$ cat src/rtl/ffd_pkg.sv
package ffd_pkg;

   // Field and state widths.
   localparam int CHAN_W  = 8;
   localparam int PX_W    = 10;
   localparam int FRAME_W = 30;
   localparam int DIFF_W  = 31;
   localparam int VAR_W   = 48;
   localparam int COEF_W  = 8;
   localparam int THR_W   = VAR_W + COEF_W;
   localparam int FSEEN_W = 2;

   // Configuration port.
   localparam int CSR_IDX_W  = 1;
   localparam int CSR_DATA_W = VAR_W;
   localparam logic [CSR_IDX_W-1:0] CSR_REFERENCE_SUM     = 1'd0;
   localparam logic [CSR_IDX_W-1:0] CSR_SIGNIFICANCE_COEF = 1'd1;
   localparam logic [COEF_W-1:0]    COEF_RESET            = 8'd50;

   // Input item kinds.
   localparam logic KIND_PIXEL  = 1'b0;
   localparam logic KIND_REPORT = 1'b1;

   // Result queue.
   localparam int RSP_DEPTH = 4;
   localparam int RSP_PTR_W = $clog2(RSP_DEPTH);
   localparam int RSP_CNT_W = $clog2(RSP_DEPTH + 1);

   typedef struct packed {
      logic [VAR_W-1:0] variation_sum;
      logic             emitter_working;
      logic             no_frames;
   } rsp_type;

endpackage

$ cat src/rtl/frame_flicker_detector_core.sv
// Frame flicker detector. Pixels (req_kind = 0) are summed over their three channels into a
// saturating per-frame total; the pixel with req_frame_end = 1 closes the frame. From the
// second closed frame on, the difference between consecutive frame totals is formed, and
// from the second difference on the absolute change between differences is added to a
// 48-bit saturating variation sum. A report item (req_kind = 1) returns the sum, a flag
// telling whether it exceeds reference_sum * significance_coef, and a flag for a window
// without any closed frame, then clears all frame state (configuration is kept). The block
// takes one item per clock; each item passes a four-stage pipeline (input register, frame
// accumulator, difference stage, variation accumulator), and a report's result enters the
// queue as the report leaves the variation accumulator. Results wait in a four-entry queue; input is
// held off only while four reports are accepted but not yet transferred out.
module frame_flicker_detector_core
   import ffd_pkg::*;
(
   input  logic                  clock,
   input  logic                  reset,

   input  logic                  csr_write_en,
   input  logic [CSR_IDX_W-1:0]  csr_index,
   input  logic [CSR_DATA_W-1:0] csr_wdata,

   input  logic                  req_valid,
   output logic                  req_ready,
   input  logic                  req_kind,
   input  logic [CHAN_W-1:0]     req_chan_a,
   input  logic [CHAN_W-1:0]     req_chan_b,
   input  logic [CHAN_W-1:0]     req_chan_c,
   input  logic                  req_frame_end,

   output logic                  rsp_valid,
   input  logic                  rsp_ready,
   output logic [VAR_W-1:0]      rsp_variation_sum,
   output logic                  rsp_emitter_working,
   output logic                  rsp_no_frames
);

   // Configuration registers and the derived threshold.
   logic [VAR_W-1:0]  reference_sum_ff;
   logic [COEF_W-1:0] significance_coef_ff;
   logic [THR_W-1:0]  threshold_ff, threshold_in;

   // Stage A: accepted item.
   logic              a_valid_ff, a_valid_in;
   logic              a_report_ff;
   logic              a_end_ff;
   logic [PX_W-1:0]   a_px_ff, a_px_in;

   // Stage B: frame accumulation.
   logic [FRAME_W-1:0] frame_total_ff, frame_total_in;
   logic               b_valid_ff, b_valid_in;
   logic               b_report_ff, b_report_in;
   logic [FRAME_W-1:0] b_total_ff, b_total_in;
   logic [FRAME_W:0]   frame_sum;
   logic [FRAME_W-1:0] frame_sat;

   // Stage C: frame differences.
   logic [FRAME_W-1:0]       previous_total_ff, previous_total_in;
   logic signed [DIFF_W-1:0] previous_diff_ff, previous_diff_in;
   logic [FSEEN_W-1:0]       frames_seen_ff, frames_seen_in;
   logic                     c_valid_ff, c_valid_in;
   logic                     c_report_ff, c_report_in;
   logic                     c_add_en_ff, c_add_en_in;
   logic [DIFF_W-1:0]        c_add_ff, c_add_in;
   logic                     c_no_frames_ff, c_no_frames_in;
   logic signed [DIFF_W-1:0] frame_diff;
   logic signed [DIFF_W:0]   second_diff;

   // Stage D: variation accumulation.
   logic [VAR_W-1:0] running_variation_ff, running_variation_in;
   logic [VAR_W:0]   variation_sum_wide;
   logic             d_push;
   rsp_type          d_entry;

   // Result queue and report credit.
   rsp_type              rsp_mem_ff [RSP_DEPTH];
   logic [RSP_PTR_W-1:0] wr_ptr_ff, wr_ptr_in;
   logic [RSP_PTR_W-1:0] rd_ptr_ff, rd_ptr_in;
   logic [RSP_CNT_W-1:0] count_ff, count_in;
   logic [RSP_CNT_W-1:0] pending_ff, pending_in;
   logic                 req_xfer;
   logic                 rsp_pop;

   // Handshakes. A report takes a queue slot when it is accepted.
   assign req_ready = (pending_ff != RSP_CNT_W'(RSP_DEPTH));
   assign req_xfer  = req_valid && req_ready;
   assign rsp_valid = (count_ff != '0);
   assign rsp_pop   = rsp_valid && rsp_ready;

   assign rsp_variation_sum   = rsp_mem_ff[rd_ptr_ff].variation_sum;
   assign rsp_emitter_working = rsp_mem_ff[rd_ptr_ff].emitter_working;
   assign rsp_no_frames       = rsp_mem_ff[rd_ptr_ff].no_frames;

   // The registered threshold follows the configuration in the next cycle.
   assign threshold_in = THR_W'(reference_sum_ff) * THR_W'(significance_coef_ff);

   // Stage A: pixel intensity is formed on the way in.
   assign a_valid_in = req_xfer;
   assign a_px_in    = PX_W'(req_chan_a) + PX_W'(req_chan_b) + PX_W'(req_chan_c);

   // Stage B: saturating frame total; close the frame or clear on a report.
   assign frame_sum = {1'b0, frame_total_ff} + (FRAME_W + 1)'(a_px_ff);
   assign frame_sat = frame_sum[FRAME_W] ? '1 : frame_sum[FRAME_W-1:0];

   always_comb begin
      frame_total_in = frame_total_ff;
      b_valid_in     = 1'b0;
      b_report_in    = 1'b0;
      b_total_in     = frame_sat;
      if (a_valid_ff) begin
         if (a_report_ff == KIND_REPORT) begin
            frame_total_in = '0;
            b_valid_in     = 1'b1;
            b_report_in    = 1'b1;
         end else if (a_end_ff) begin
            frame_total_in = '0;
            b_valid_in     = 1'b1;
         end else begin
            frame_total_in = frame_sat;
         end
      end
   end

   // Stage C: difference of frame totals and its change from the last difference.
   assign frame_diff  = $signed({1'b0, previous_total_ff}) - $signed({1'b0, b_total_ff});
   assign second_diff = $signed({previous_diff_ff[DIFF_W-1], previous_diff_ff})
                        - $signed({frame_diff[DIFF_W-1], frame_diff});

   always_comb begin
      previous_total_in = previous_total_ff;
      previous_diff_in  = previous_diff_ff;
      frames_seen_in    = frames_seen_ff;
      c_valid_in        = b_valid_ff;
      c_report_in       = b_report_ff;
      c_add_en_in       = 1'b0;
      c_add_in          = second_diff[DIFF_W] ? DIFF_W'(-second_diff)
                                              : second_diff[DIFF_W-1:0];
      c_no_frames_in    = (frames_seen_ff == '0);
      if (b_valid_ff) begin
         if (b_report_ff) begin
            previous_total_in = '0;
            previous_diff_in  = '0;
            frames_seen_in    = '0;
         end else begin
            if (frames_seen_ff != '0) begin
               previous_diff_in = frame_diff;
            end
            c_add_en_in       = frames_seen_ff[1];
            previous_total_in = b_total_ff;
            if (frames_seen_ff != '1) begin
               frames_seen_in = frames_seen_ff + 1'b1;
            end
         end
      end
   end

   // Stage D: saturating variation sum; a report pushes a result and clears the sum.
   assign variation_sum_wide = {1'b0, running_variation_ff} + (VAR_W + 1)'(c_add_ff);
   assign d_push = c_valid_ff && c_report_ff;

   always_comb begin
      d_entry.variation_sum   = running_variation_ff;
      d_entry.emitter_working = (THR_W'(running_variation_ff) > threshold_ff);
      d_entry.no_frames       = c_no_frames_ff;
      running_variation_in    = running_variation_ff;
      if (d_push) begin
         running_variation_in = '0;
      end else if (c_valid_ff && c_add_en_ff) begin
         running_variation_in = variation_sum_wide[VAR_W] ? '1 : variation_sum_wide[VAR_W-1:0];
      end
   end

   // Queue pointers and report credit.
   always_comb begin
      wr_ptr_in  = d_push ? wr_ptr_ff + 1'b1 : wr_ptr_ff;
      rd_ptr_in  = rsp_pop ? rd_ptr_ff + 1'b1 : rd_ptr_ff;
      count_in   = count_ff + RSP_CNT_W'(d_push) - RSP_CNT_W'(rsp_pop);
      pending_in = pending_ff + RSP_CNT_W'(req_xfer && (req_kind == KIND_REPORT))
                   - RSP_CNT_W'(rsp_pop);
   end

   // Control and state registers.
   always_ff @(posedge clock) begin
      if (reset) begin
         reference_sum_ff     <= '0;
         significance_coef_ff <= COEF_RESET;
         a_valid_ff           <= 1'b0;
         b_valid_ff           <= 1'b0;
         c_valid_ff           <= 1'b0;
         frame_total_ff       <= '0;
         previous_total_ff    <= '0;
         previous_diff_ff     <= '0;
         frames_seen_ff       <= '0;
         running_variation_ff <= '0;
         wr_ptr_ff            <= '0;
         rd_ptr_ff            <= '0;
         count_ff             <= '0;
         pending_ff           <= '0;
      end else begin
         if (csr_write_en) begin
            case (csr_index)
               CSR_REFERENCE_SUM:     reference_sum_ff     <= csr_wdata[VAR_W-1:0];
               CSR_SIGNIFICANCE_COEF: significance_coef_ff <= csr_wdata[COEF_W-1:0];
               default: ;
            endcase
         end
         a_valid_ff           <= a_valid_in;
         b_valid_ff           <= b_valid_in;
         c_valid_ff           <= c_valid_in;
         frame_total_ff       <= frame_total_in;
         previous_total_ff    <= previous_total_in;
         previous_diff_ff     <= previous_diff_in;
         frames_seen_ff       <= frames_seen_in;
         running_variation_ff <= running_variation_in;
         wr_ptr_ff            <= wr_ptr_in;
         rd_ptr_ff            <= rd_ptr_in;
         count_ff             <= count_in;
         pending_ff           <= pending_in;
      end
   end

   // Payload registers.
   always_ff @(posedge clock) begin
      threshold_ff   <= threshold_in;
      a_report_ff    <= req_kind;
      a_end_ff       <= req_frame_end;
      a_px_ff        <= a_px_in;
      b_report_ff    <= b_report_in;
      b_total_ff     <= b_total_in;
      c_report_ff    <= c_report_in;
      c_add_en_ff    <= c_add_en_in;
      c_add_ff       <= c_add_in;
      c_no_frames_ff <= c_no_frames_in;
      if (d_push) begin
         rsp_mem_ff[wr_ptr_ff] <= d_entry;
      end
   end

   // The queue never takes a result while it is full.
   assert property (@(posedge clock) disable iff (reset)
      (d_push && !rsp_pop) |-> (count_ff != RSP_CNT_W'(RSP_DEPTH)))
      else $error("result queue overflow");

   // Every queued result belongs to an accepted report.
   assert property (@(posedge clock) disable iff (reset)
      count_ff <= pending_ff)
      else $error("queued results exceed accepted reports");

   // Before the second closed frame no difference is held.
   assert property (@(posedge clock) disable iff (reset)
      (frames_seen_ff[1] == 1'b0) |-> (previous_diff_ff == '0))
      else $error("frame difference present before two frames");

   // A window without frames carries no variation.
   assert property (@(posedge clock) disable iff (reset)
      (rsp_valid && rsp_no_frames) |-> (rsp_variation_sum == '0 && !rsp_emitter_working))
      else $error("empty window reports variation");

   // A transfer out frees exactly one report credit.
   assert property (@(posedge clock) disable iff (reset)
      (rsp_pop && !req_xfer) |=> (pending_ff == $past(pending_ff) - 1'b1))
      else $error("report credit not returned");

endmodule
$ cat config.mk
export PLATFORM = sky130hd
export DESIGN_NAME = frame_flicker_detector_core
export DESIGN_NICKNAME = d
export VERILOG_FILES = /design/src/rtl/ffd_pkg.sv /design/src/rtl/frame_flicker_detector_core.sv
export SDC_FILE = /design/constraint.sdc
export NUM_CORES = 2
export LEC_CHECK = 0
export BUFFER_PORTS_ARGS = -buffer_cell sky130_fd_sc_hd__buf_4
export CAP_MARGIN = 25
export CORE_ASPECT_RATIO = 2
export CORE_MARGIN = 4
export CORE_UTILIZATION = 35
export CTS_CLUSTER_DIAMETER = 150
export DETAILED_ROUTE_END_ITERATION = 10
export PLACE_DENSITY = 0.6
export SYNTH_ARGS = -nofsm -noshare
export SYNTH_HDL_FRONTEND = slang
export SYNTH_SLANG_ARGS = --single-unit
$ cat constraint.sdc
create_clock -name clock -period 17.8 [get_ports clock]
set_input_delay 1.78 -clock clock [delete_from_list [all_inputs] [get_ports clock]]
set_output_delay 1.78 -clock clock [all_outputs]
set_load 0.005 [all_outputs]
==> impl_results.md <==
* Outcome: finished clean
* Category of the worst setup path capture point: flip-flop
* Number of flops mapped to enable cells by yosys at 200
* Hold buffer count at cts at 0
* Worst slew margin at 27.4%
* Critical path peak fanout at 26
* Per-cell routed wire length at 18.1 µm
* Min-Delay Endpoint: previous_diff_ff[19]
* Final Util at 39.3%
* Met1 Track Usage GR at 18.7%
* Most frequent standard cell in the layout excluding fill and tap cells: inv_1
* Register area share after synthesis at 33.9%
* Overall global routing resource usage at 17.4%
* Netlist Area Pre-Place at 38,100 µm²
* Clock tree from TritonCTS: done
* WP data required at 18,360 ps
* Shortest clock period the worst path allows after layout at 7420 ps
* Mean Syn Cell Area at 9.61 µm²
* Number of max-slew violations in the final report at 0
* Arrival time worst endpoint at 7980 ps
* Synthesis-to-finish area growth at 11.1%
* Estimated wirelength of the detail-placed design at 76,200 µm
* Rows at 170
* Share of power burned in the clock network at 34.4%
* Number of unique standard cell types used by synthesis at 82
* Reg area at 12,900 µm²
* Power spent charging and discharging nets at 1.07 mW
* Routed WL at 98,500 µm
* Vias per cell at 5.14
* Initial Utilization at 35.4%
* CTS sink cnt at 545
* Area share of the largest cell type after synthesis at 18.1%
* CTS clock-pin slew for the worst setup and hold paths at 70 ps
* Vertical die dimension at 475 µm
* Post-synthesis instance total at 3,961
* Post-route clock period utilization at 41.7%
* Met3 track demand over resource at 1.90%
* Level count of the clock H-tree at 2
* FF-to-FF End: threshold_ff[54]
* Leading cell types in the layout, fill and taps excluded: inv_1 (464), nand2_1 (424), dfxtp_1 (343)
* Fraction of power consumed by sequential logic at 41.3%
* Internal power at 2.41 mW
* Actual slew at the worst max-slew pin at 1090 ps
* Fraction of final layout cells sized beyond drive strength 1 at 8.39%
* Peak supply drop at 0.0669 mV
* FF-to-FF setup slack at 10,380 ps
* Count of instances resized after the clock tree is built at 0
* Horizontal extent of the die at 241 µm
* Via count of the first global-routing pass at 29,645
* Launch point of the worst hold path: previous_diff_ff[19]
* First-pass GRT wire length at 159,000 µm
* Global-route met2 utilization at 33.3%
* Final setup TNS at 0 ps
* Count of state elements after synthesis at 545
* Port-buffer cells at 131
* # Post-CTS Setup Buffers at 0
* Post-Syn Nets at 4,576
* Worst-case clock buffer depth at 3
* Count of maximum capacitance violations at 0
* Fmax at 135 MHz
* Number of nets still failing antenna checks after routing at 0
* # DRC at 0
* Gate power share at 24.3%
* Most congested layer reported by global routing: met2
* Depth of the worst register-to-register path at 19
* Final Skew at 34.6 ps
* Worst hold slack after final layout at 465 ps
* Largest cells by area after synthesis: dfxtp_1 (18%), edfxtp_1 (16%), fa_1 (15%), ha_1 (8.0%), inv_1 (4.6%)
* Post-layout net count at 4,623
* Cell type contributing the most total cell area after synthesis: dfxtp_1
* Fill cells at 10,742
* Total iterations of the first detailed-routing run at 5
* Worst hold path depth at 2
* Placer Congestion at 0.903
* Clock latency on the worst-skew pair at 640 ps
* I/O pin cnt at 132
* Proportion of register bits with asynchronous set or reset after synthesis at 0%
* Hold Fails Final Rpt at 0
* Class of the tightest hold or removal check: flip-flop to flip-flop
* Startpoint type of the worst setup path: flip-flop
* Start of the worst register-to-register path: significance_coef_ff[5]
* Syn. warnings at 0
* Multi-input gate area at 22,800 µm²
* Antenna violations before repair at 1
* Crit Path Category: flip-flop to flip-flop
* Area enclosed by the die boundary at 114,000 µm²
* Cell leakage power at 17.3 nW
* Residual overflow from global routing at 0
* Maximum number of pins on one net before global-route repair at 62
* Placeable core region at 108,000 µm²
* Setup repair after global routing missed its margin: no
* Total vias in the final route at 27,892
* Drt initial violations at 1,172
* Root buf cell: clkbuf_16
* P per Cell Area at 82.1 nW/µm²
* Switching portion of total power at 30.7%
* Setup-failing EPs final at 0
* Total clock buffers created by CTS at 51
* Top_reg_cell synth: dfxtp_1
[final cells by class]
cell class / instances / share of cell area, %
repair buffers: 160 / 2.93
well taps: 1376 / 4.07
flip-flops and latches: 545 / 30.5
inverters: 465 / 4.12
diodes: 2 / 0.0118
multi-input cells: 2785 / 53.9
clock inverters: 36 / 1.11
clock buffers: 60 / 3.29
[state kept, by name, indices dropped and copies added, names as in the netlist, 2 cells and up, named ones only]
name                  flops
previous_total_ff        30
running_variation_ff     48
reference_sum_ff         48
previous_diff_ff         31
b_total_ff               30
significance_coef_ff      8
c_add_ff                 31
rsp_mem_ff              200
frames_seen_ff            2
wr_ptr_ff                 2
a_px_ff                  10
rd_ptr_ff                 2
threshold_ff             56
pending_ff                3
frame_total_ff           30
count_ff                  3
[stage by stage]
stage | std cells | setup slack [ps] | total power, mW | area, µm²
after floorplan | 3961 | 11950 | 2.07 | 38100
after global placement | 5325 | 10700 | 2.30 | 40400
after detailed placement | 5328 | 10440 | 2.32 | 40400
after CTS | 5424 | 10400 | 3.53 | 42300
after global routing | 5428 | 9880 | 3.69 | 42300
final | 5429 | 10380 | 3.48 | 42300
[power groups by stage]
stage	sequential, mW	clock [mW]	combinational (mW)
after floorplan	1.42	0	0.641
after global placement	1.46	0	0.839
after detailed placement	1.46	0	0.853
after CTS	1.44	1.24	0.858
after global routing	1.44	1.28	0.959
final	1.43	1.20	0.845
[worst max-delay path, cell delays in order (launching register included)]
cell and delay, ps:
dfxtp_1 910, buf_4 430, and2_1 190, fa_1 440
fa_1 510, fa_1 560, inv_1 60, fa_1 540
inv_1 50, ha_1 380, a2111oi_0 480, o211ai_1 210
a221oi_2 510, o21ai_1 190, a2111oi_0 540, and2_1 270
o31ai_1 140, a221o_1 410, a221oi_1 340, xnor2_1 160
[per-layer routing]
metal  wire (µm)  vias to the layer above
met1       37100                    13656
met3        3330                      189
li1            -                    13492
met2       52900                      555
met5           0                        -
met4        5160                        0
[kinds of logic after synthesis]
logic type | Yosys count | share of synthesized area (%)
flip-flops | 545 | 33.9
AND/OR/NAND/NOR | 1194 | 15.5
AO/OA/AOI/OAI | 817 | 13.7
buffers and inverters | 631 | 6.24
adder cells (fa/ha/maj) | 535 | 23.3
multiplexers | 58 | 3.18
XOR/XNOR | 181 | 4.16
[cell usage after synthesis, types with 9 or more instances]
library cell and number:
a2111oi_0 10, a211oi_1 21, a21boi_0 12, a21o_1 101, a21oi_1 269, a22o_1 16, a2bb2oi_1 9, a31oi_1 50
and2_1 265, and3_1 28, buf_1 13, clkbuf_1 152, dfxtp_1 345, edfxtp_1 200, fa_1 291, ha_1 244
inv_1 464, mux4_2 50, nand2_1 424, nand2b_1 48, nand3_1 47, nand3b_1 23, nand4_1 36, nor2_1 182
nor2b_1 42, nor3_1 41, nor4_1 10, o211ai_1 14, o21a_1 31, o21ai_0 152, o21bai_1 26, o31ai_1 20
or3_1 20, xnor2_1 121, xor2_1 60
[worst max path at each step]
stage | slack, ps | cells after the start | endpoint | start
2_1_floorplan | 11950 | 21 | threshold_ff[54] | significance_coef_ff[6]
3_3_place_gp | 10700 | 19 | threshold_ff[54] | significance_coef_ff[5]
3_5_place_dp | 10440 | 19 | threshold_ff[54] | significance_coef_ff[5]
4_1_cts | 10400 | 19 | threshold_ff[54] | significance_coef_ff[5]
5_1_grt | 9880 | 19 | threshold_ff[54] | significance_coef_ff[5]
6_report | 10380 | 19 | threshold_ff[54] | significance_coef_ff[5]
Note: power is estimated with default switching activity, not from simulation.
